--- src/hdl/elft_pkg.sv ---
// Package with the types, constants and sequencer encodings of the link frame timing block.
`default_nettype none

package elft_pkg;

    localparam int OPCODE_W    = 1;
    localparam int FRAME_W     = 11;
    localparam int TIME_W      = 63;
    localparam int RATE_W      = 39;
    localparam int PROP_W      = 32;
    localparam int CFG_INDEX_W = 4;
    localparam int CFG_DATA_W  = 39;

    localparam int FRAME_MAX       = 2 ** FRAME_W - 1;
    localparam int MAX_FRAME_BYTES = 2048;
    localparam int MIN_MAC_BYTES   = 64;
    localparam int FCS_BYTES       = 4;
    localparam int PREAMBLE_BYTES  = 8;
    localparam int GAP_BYTES       = 12;

    localparam logic [29:0] NS_PER_SEC = 30'd1_000_000_000;
    localparam longint unsigned RATE_MAX = 64'd549_755_813_887;

    localparam logic [RATE_W-1:0] RATE_RESET = 39'd1_000_000_000;
    localparam logic [PROP_W-1:0] PROP_RESET = 32'd0;
    localparam logic [TIME_W-1:0] TIME_MAX   = {TIME_W{1'b1}};

    localparam logic [OPCODE_W-1:0] OP_TRANSMIT = 1'b0;
    localparam logic [OPCODE_W-1:0] OP_DRAIN    = 1'b1;

    localparam logic [CFG_INDEX_W-1:0] REG_LINE_RATE   = 4'd0;
    localparam logic [CFG_INDEX_W-1:0] REG_PROPAGATION = 4'd1;

    typedef struct packed {
        logic [OPCODE_W-1:0] opcode;
        logic [FRAME_W-1:0]  frame_bytes;
        logic [TIME_W-1:0]   now_ns;
    } in_item_t;

    typedef struct packed {
        logic [TIME_W-1:0] start_ns;
        logic [TIME_W-1:0] delivery_ns;
        logic [TIME_W-1:0] next_free_ns;
    } out_item_t;

    typedef logic [2:0] pc_t;

    localparam pc_t STEP_IDLE = 3'd0;
    localparam pc_t STEP_DIV  = 3'd3;
    localparam pc_t STEP_EMIT = 3'd6;

    typedef enum logic [2:0] {
        ACT_NONE,
        ACT_ACCEPT,
        ACT_DECODE,
        ACT_SETUP,
        ACT_DIV,
        ACT_SUM1,
        ACT_SUM2,
        ACT_EMIT
    } act_t;

    typedef enum logic [2:0] {
        COND_NEVER,
        COND_ALWAYS,
        COND_NO_INPUT,
        COND_DRAIN,
        COND_DIV_MORE,
        COND_OUT_FREE
    } cond_t;

    typedef struct packed {
        act_t  act;
        cond_t cond;
        pc_t   target;
    } ucode_t;

    typedef struct packed {
        logic in_fire;
        logic drain;
        logic div_more;
        logic out_free;
    } elft_status_t;

endpackage

`default_nettype wire

--- src/hdl/elft_seq.sv ---
// Microcode sequencer: step counter, control store and conditional jumps.
`default_nettype none

module elft_seq
    import elft_pkg::*;
(
    input  logic         clk,
    input  logic         rst_n,
    input  elft_status_t status,
    output ucode_t       ctl
);

    pc_t  pc_reg;
    pc_t  pc_next;
    logic take;

    function automatic ucode_t rom(input pc_t pc);
        ucode_t w;
        unique case (pc)
            3'd0:    w = '{act: ACT_ACCEPT, cond: COND_NO_INPUT, target: STEP_IDLE};
            3'd1:    w = '{act: ACT_DECODE, cond: COND_DRAIN,    target: STEP_IDLE};
            3'd2:    w = '{act: ACT_SETUP,  cond: COND_NEVER,    target: STEP_IDLE};
            3'd3:    w = '{act: ACT_DIV,    cond: COND_DIV_MORE, target: STEP_DIV};
            3'd4:    w = '{act: ACT_SUM1,   cond: COND_NEVER,    target: STEP_IDLE};
            3'd5:    w = '{act: ACT_SUM2,   cond: COND_NEVER,    target: STEP_IDLE};
            3'd6:    w = '{act: ACT_EMIT,   cond: COND_OUT_FREE, target: STEP_IDLE};
            3'd7:    w = '{act: ACT_NONE,   cond: COND_ALWAYS,   target: STEP_EMIT};
            default: w = '{act: ACT_NONE,   cond: COND_ALWAYS,   target: STEP_IDLE};
        endcase
        return w;
    endfunction

    assign ctl = rom(pc_reg);

    always_comb
    begin
        unique case (ctl.cond)
            COND_ALWAYS:   take = 1'b1;
            COND_NO_INPUT: take = !status.in_fire;
            COND_DRAIN:    take = status.drain;
            COND_DIV_MORE: take = status.div_more;
            COND_OUT_FREE: take = status.out_free;
            default:       take = 1'b0;
        endcase
        pc_next = take ? ctl.target : pc_t'(pc_reg + 3'd1);
    end

    always_ff @(posedge clk or negedge rst_n)
    begin
        if (!rst_n)
        begin
            pc_reg <= STEP_IDLE;
        end
        else
        begin
            pc_reg <= pc_next;
        end
    end

endmodule

`default_nettype wire

--- src/hdl/ethernet_link_frame_timing.sv ---
// Top level of the link frame timing engine: ports, datapath and configuration registers.
//
//   Channel   Direction  Handshake              Payload
//   in        input      in_valid / in_ready    in_data (in_item_t)
//   out       output     out_valid / out_ready  out_data (out_item_t)
//   cfg       input      cfg_valid / cfg_ready  cfg_index, cfg_data
//
// A transmit item runs through accept, decode, setup, division, two sums and emit; the division
// uses the two radix-2 dividers that run side by side, one quotient bit per cycle.
// A drain item goes through accept and decode only. Configuration writes are taken in every cycle.
// A finished result waits in the output register; the next item is accepted meanwhile, and
// the sequencer waits at its emit step while that register is full and out_ready is low.
// Reset clears the transmitter busy time and loads the register defaults.
`default_nettype none

module ethernet_link_frame_timing
    import elft_pkg::*;
#(
    parameter int MAX_FRAME_BYTES_P = MAX_FRAME_BYTES
)
(
    input  logic                   clk,
    input  logic                   rst_n,
    input  logic                   in_valid,
    output logic                   in_ready,
    input  in_item_t               in_data,
    output logic                   out_valid,
    input  logic                   out_ready,
    output out_item_t              out_data,
    input  logic                   cfg_valid,
    output logic                   cfg_ready,
    input  logic [CFG_INDEX_W-1:0] cfg_index,
    input  logic [CFG_DATA_W-1:0]  cfg_data
);

    localparam int LEN_CAP = (MAX_FRAME_BYTES_P < FRAME_MAX) ? MAX_FRAME_BYTES_P : FRAME_MAX;
    localparam int MAC_MAX = (LEN_CAP + FCS_BYTES > MIN_MAC_BYTES) ?
                             LEN_CAP + FCS_BYTES : MIN_MAC_BYTES;
    localparam int SBITS_MAX = (MAC_MAX + PREAMBLE_BYTES + GAP_BYTES) * 8;
    localparam int MAC_W  = $clog2(MAC_MAX + 1);
    localparam int BITS_W = $clog2(SBITS_MAX + 1);
    localparam longint unsigned NUM_MAX = longint'(SBITS_MAX) * longint'(NS_PER_SEC) + RATE_MAX;
    localparam int NUM_W = $clog2(NUM_MAX + 1);
    localparam int CNT_W = $clog2(NUM_W + 1);

    ucode_t       ctl;
    elft_status_t status;

    logic [RATE_W-1:0] rate_reg;
    logic [PROP_W-1:0] prop_reg;
    logic [TIME_W-1:0] free_reg;
    logic              out_valid_reg;
    logic [CNT_W-1:0]  count_reg;

    logic [OPCODE_W-1:0] opcode_reg;
    logic [FRAME_W-1:0]  len_reg;
    logic [TIME_W-1:0]   now_reg;
    logic [BITS_W-1:0]   bits_reg [2];
    logic [TIME_W-1:0]   start_reg;
    logic [NUM_W-1:0]    quo_reg [2];
    logic [RATE_W-1:0]   rem_reg [2];
    logic [TIME_W-1:0]   nfree_reg;
    logic [TIME_W-1:0]   tdel_reg;
    logic [TIME_W-1:0]   deliv_reg;
    out_item_t           out_reg;

    logic                in_fire;
    logic                emit_fire;
    logic [RATE_W-1:0]   divisor;
    logic [FRAME_W-1:0]  len_eff;
    logic [MAC_W-1:0]    mac;
    logic [BITS_W-1:0]   bits_next [2];
    logic [NUM_W-1:0]    num_next [2];
    logic [RATE_W:0]     shifted [2];
    logic [RATE_W:0]     diff [2];
    logic [NUM_W-1:0]    quo_next [2];
    logic [RATE_W-1:0]   rem_next [2];
    logic [TIME_W:0]     sum_free;
    logic [TIME_W:0]     sum_del;
    logic [TIME_W:0]     sum_prop;

    elft_seq u_seq (
        .clk    (clk),
        .rst_n  (rst_n),
        .status (status),
        .ctl    (ctl)
    );

    assign in_ready  = (ctl.act == ACT_ACCEPT);
    assign in_fire   = in_valid && in_ready;
    assign cfg_ready = 1'b1;
    assign out_valid = out_valid_reg;
    assign out_data  = out_reg;

    assign status.in_fire  = in_fire;
    assign status.drain    = (opcode_reg == OP_DRAIN);
    assign status.div_more = (count_reg != CNT_W'(1));
    assign status.out_free = !out_valid_reg || out_ready;

    assign emit_fire = (ctl.act == ACT_EMIT) && status.out_free;
    assign divisor   = (rate_reg == '0) ? RATE_W'(1) : rate_reg;

    always_comb
    begin
        len_eff = (FRAME_W'(LEN_CAP) < len_reg) ? FRAME_W'(LEN_CAP) : len_reg;
        mac     = MAC_W'(len_eff) + MAC_W'(FCS_BYTES);
        if (mac < MAC_W'(MIN_MAC_BYTES))
        begin
            mac = MAC_W'(MIN_MAC_BYTES);
        end
        bits_next[0] = BITS_W'(BITS_W'(mac) + BITS_W'(PREAMBLE_BYTES)) << 3;
        bits_next[1] = BITS_W'(BITS_W'(mac) + BITS_W'(PREAMBLE_BYTES + GAP_BYTES)) << 3;
        for (int i = 0; i < 2; i++)
        begin
            num_next[i] = NUM_W'(bits_reg[i]) * NUM_W'(NS_PER_SEC)
                        + NUM_W'(divisor - RATE_W'(1));
            shifted[i]  = {rem_reg[i], quo_reg[i][NUM_W-1]};
            diff[i]     = shifted[i] - {1'b0, divisor};
            if (shifted[i] >= {1'b0, divisor})
            begin
                rem_next[i] = diff[i][RATE_W-1:0];
                quo_next[i] = {quo_reg[i][NUM_W-2:0], 1'b1};
            end
            else
            begin
                rem_next[i] = shifted[i][RATE_W-1:0];
                quo_next[i] = {quo_reg[i][NUM_W-2:0], 1'b0};
            end
        end
        sum_free = {1'b0, start_reg} + (TIME_W + 1)'(quo_reg[1]);
        sum_del  = {1'b0, start_reg} + (TIME_W + 1)'(quo_reg[0]);
        sum_prop = {1'b0, tdel_reg} + (TIME_W + 1)'(prop_reg);
    end

    always_ff @(posedge clk or negedge rst_n)
    begin
        if (!rst_n)
        begin
            rate_reg      <= RATE_RESET;
            prop_reg      <= PROP_RESET;
            free_reg      <= '0;
            out_valid_reg <= 1'b0;
            count_reg     <= '0;
        end
        else
        begin
            if (cfg_valid && cfg_ready)
            begin
                case (cfg_index)
                    REG_LINE_RATE:   rate_reg <= cfg_data[RATE_W-1:0];
                    REG_PROPAGATION: prop_reg <= cfg_data[PROP_W-1:0];
                    default:         ;
                endcase
            end
            if ((ctl.act == ACT_DECODE) && status.drain)
            begin
                free_reg <= '0;
            end
            else if (emit_fire)
            begin
                free_reg <= nfree_reg;
            end
            if (ctl.act == ACT_SETUP)
            begin
                count_reg <= CNT_W'(NUM_W);
            end
            else if (ctl.act == ACT_DIV)
            begin
                count_reg <= count_reg - CNT_W'(1);
            end
            if (emit_fire)
            begin
                out_valid_reg <= 1'b1;
            end
            else if (out_ready)
            begin
                out_valid_reg <= 1'b0;
            end
        end
    end

    always_ff @(posedge clk)
    begin
        if (in_fire)
        begin
            opcode_reg <= in_data.opcode;
            len_reg    <= in_data.frame_bytes;
            now_reg    <= in_data.now_ns;
        end
        if (ctl.act == ACT_DECODE)
        begin
            bits_reg[0] <= bits_next[0];
            bits_reg[1] <= bits_next[1];
        end
        if (ctl.act == ACT_SETUP)
        begin
            start_reg <= (now_reg > free_reg) ? now_reg : free_reg;
            for (int i = 0; i < 2; i++)
            begin
                quo_reg[i] <= num_next[i];
                rem_reg[i] <= '0;
            end
        end
        if (ctl.act == ACT_DIV)
        begin
            for (int i = 0; i < 2; i++)
            begin
                quo_reg[i] <= quo_next[i];
                rem_reg[i] <= rem_next[i];
            end
        end
        if (ctl.act == ACT_SUM1)
        begin
            nfree_reg <= sum_free[TIME_W] ? TIME_MAX : sum_free[TIME_W-1:0];
            tdel_reg  <= sum_del[TIME_W] ? TIME_MAX : sum_del[TIME_W-1:0];
        end
        if (ctl.act == ACT_SUM2)
        begin
            deliv_reg <= sum_prop[TIME_W] ? TIME_MAX : sum_prop[TIME_W-1:0];
        end
        if (emit_fire)
        begin
            out_reg.start_ns     <= start_reg;
            out_reg.delivery_ns  <= deliv_reg;
            out_reg.next_free_ns <= nfree_reg;
        end
    end

    // A result never starts after its own delivery or the next free time.
    assert property (@(posedge clk) disable iff (!rst_n)
        out_valid |-> (out_data.start_ns <= out_data.next_free_ns)
                   && (out_data.start_ns <= out_data.delivery_ns))
        else $error("result times out of order");

    // The partial remainders stay below the divisor throughout the division.
    assert property (@(posedge clk) disable iff (!rst_n)
        (ctl.act == ACT_DIV) |-> (rem_reg[0] < divisor) && (rem_reg[1] < divisor))
        else $error("divider remainder not below divisor");

    // After a result is emitted the transmitter is busy at least until its start.
    assert property (@(posedge clk) disable iff (!rst_n)
        emit_fire |=> (free_reg >= $past(start_reg)))
        else $error("transmitter free time moved before frame start");

    // A drain item clears the busy time and returns to idle without a result.
    assert property (@(posedge clk) disable iff (!rst_n)
        (ctl.act == ACT_DECODE) && status.drain
            |=> (free_reg == '0) && in_ready && ($past(out_valid) || !out_valid))
        else $error("drain item handled wrongly");

endmodule

`default_nettype wire

--- config.mk ---
export PLATFORM = sky130hd
export DESIGN_NAME = ethernet_link_frame_timing
export DESIGN_NICKNAME = d
export VERILOG_FILES = /design/src/hdl/elft_pkg.sv /design/src/hdl/elft_seq.sv /design/src/hdl/ethernet_link_frame_timing.sv
export SDC_FILE = /design/constraint.sdc
export NUM_CORES = 2
export LEC_CHECK = 0
export BUFFER_PORTS_ARGS = -buffer_cell sky130_fd_sc_hd__buf_2
export CAP_MARGIN = 20
export CORE_MARGIN = 2
export CORE_UTILIZATION = 41
export CTS_CLUSTER_DIAMETER = 80
export DETAILED_ROUTE_END_ITERATION = 8
export GPL_ROUTABILITY_DRIVEN = 0
export HOLD_SLACK_MARGIN = 0.1
export PLACE_DENSITY = 0.61
export REMOVE_ABC_BUFFERS = 1
export SLEW_MARGIN = 20
export SYNTH_ARGS = -nofsm -noshare
export SYNTH_HDL_FRONTEND = slang
export SYNTH_SLANG_ARGS = --single-unit
--- constraint.sdc ---
create_clock -name clk -period 23.4 [get_ports clk]
set_input_delay 1.17 -clock clk [delete_from_list [all_inputs] [get_ports clk]]
set_output_delay 1.17 -clock clk [all_outputs]
set_load 0.02 [all_outputs]
==> run metrics <==
largest net degree at the start of global routing 163; DIE AREA 141000 um^2; Via density 5.46; share of cells above drive strength 1 11.5%; max incr delay on CP 820 ps; most frequent cells in the layout 704 x edfxtp_1, 594 x ha_1, 482 x inv_1; Area contributors post-synth edfxtp_1 37%, ha_1 13%, fa_1 6.5%; Synth Register Bits 848; drc violations 0; max cap viols 0; Cells after Synth 5190; worst skew pair latency 730 ps; initial antenna violation count 6; WL per Instance 20.5 um; mean post-synth cell area 10.9 um^2; Synth area leader edfxtp_1; Rel. slew slack 24.8%; I/O Pins 315; CTS tree built; placed cell area 60200 um^2; Routed Antenna Nets 0; Tcrit/Tclk final 38.8%; Critical Path Sink Type flop; post-detail-place hpwl 119 mm; Die Span Y 375 um; Root Driver clkbuf_16; grt ovf 0; post-cts gate resize count 0; core area 137000 um^2; Post-CTS Setup Inserts 0; commonest register cell after synthesis edfxtp_1; Initial DRC Count 3143; final instance area 63300 um^2; final hold vios 0; H-tree levels 3; Setup Skew 31.5 ps; first-pass GRT wire length 233 mm; Inserted Clock Buffers 94; Post-synth EDFFs 704; slowest CP cell edfxtp_1; CP Data Required Time 23840 ps; Arrival @ worst endpoint 9510 ps; Syn. warnings 0; run status complete, no violations; die width 375 um; async set-reset flop share out of synthesis 17.0%; Initial Utilization 41.2%; Mapped Area 56500 um^2; post-synthesis cell type count 86; Crit Path Class reg2reg; post-synth top area share 37.4%; number of global-route vias before repair 39600; Tot GR Track Use 21.4%; Hold Buf Count CTS 0; Max FO, Critical Path 14; Fmax 110 MHz; row cnt 136; Worst Tran Pin Value 1130 ps; Pre-Repair DR Iteration Count 5; post-synthesis sequential area ratio 43.9%; Clock transition at path regs 60 ps; clock buffer depth 3; hold slack 322 ps; total vias in the final route 40300; max FFs per register 189; Syn-to-layout area delta 12.2%; flop2flop setup slack 14330 ps; # setup viols final 0; DRT Wirelength 151 mm; most common cell after layout, fill and taps aside edfxtp_1; unrepaired setup endpoints after global routing no; Period minus WS final 9070 ps; Layout Nets 6408; max-slew violations 0; crit-path most repeated cell ha_1; IO Port Bufs 313; final setup TNS 0 ps; startpoint types flop; worst hold path class in2async; clock sink count 848
==> critical path: cells and delay by family (launching register included) <==
kind / cells / cell delay (ps)
adder cells (fa/ha/maj): 8 / 2840
flip-flops: 1 / 820
AND/OR/NAND/NOR: 4 / 760
buffers and inverters: 4 / 310
AO/OA/AOI/OAI: 12 / 3830
XOR/XNOR: 2 / 260
==> metrics by stage <==
step                      cells  utilization, %  setup slack [ps]
after detailed placement   7207            43.9             14460
after global placement     7207            43.9             14610
after global routing       7384            46.2             13740
final                      7386            46.2             14330
after floorplan            5067               -              4500
after CTS                  7383            46.2             14420
==> area by class of cell <==
cell class                 count  area (um^2)
timing repair buffer         346         1830
sequential                   848        24800
fill                       12600        73800
clock buffer                 126         2640
inverter                     484         1820
tap                         1794         2240
clock inverter                50          531
antenna                        3         7.51
multi-input combinational   3735        29500
==> cell families (layout without fill, tap and decap cells) <==
| logic type | count (synthesis) | after routing | share of synthesized area [%] |
|---|---|---|---|
| compound gates | 1246 | 1246 | 14.2 |
| flops | 848 | 848 | 43.9 |
| other cells | 2 | 12 | 0.0133 |
| fa+ha+maj | 776 | 776 | 19.6 |
| xor+xnor | 336 | 336 | 5.21 |
| mux | 146 | 146 | 2.81 |
| buf+inv | 614 | 1006 | 4.12 |
| simple gates | 1222 | 1222 | 10.2 |
==> cell usage after synthesis (112+ instances only) <==
library cell  count
edfxtp_1        704
xor2_1          133
clkbuf_1        112
xnor2_1         203
fa_1            182
inv_1           483
o21ai_0         263
nand2_1         412
a21o_1          182
nor2_1          290
dfrtp_1         131
a21oi_1         362
ha_1            594
==> layer usage <==
metal	wire (um)	vias to the layer above	GRT usage (%)	share of wire, %
met5	34	-	0	0.022
met4	4610	6	7.10	3.0
met3	8590	211	2.85	5.7
met2	70700	1168	35.2	47
met1	67500	19500	29.1	45
li1	-	19400	-	-
==> path summary, 6_finish.rpt <==
path,startpoint,end,depth (start not counted)
max in group asynchronous,rst_n,rate_reg[0]$_DFFE_PN0P_,2
hold / removal,rst_n,out_valid$_DFFE_PN0P_,1
setup reg to reg,bits_reg[0][13]$_SDFFCE_PP0N_,quo_reg[0][87]$_DFFE_PP_,30
hold reg to reg,deliv_reg[42]$_SDFFCE_PP1N_,out_data[105]$_DFFE_PP_,0
min in group clk,deliv_reg[42]$_SDFFCE_PP1N_,out_data[105]$_DFFE_PP_,0
setup / recovery,bits_reg[0][13]$_SDFFCE_PP0N_,quo_reg[0][87]$_DFFE_PP_,30
Power is left out: the tool's default activity adds up to more than one toggle a clock period on the data nets, which glitch-free logic cannot reach.
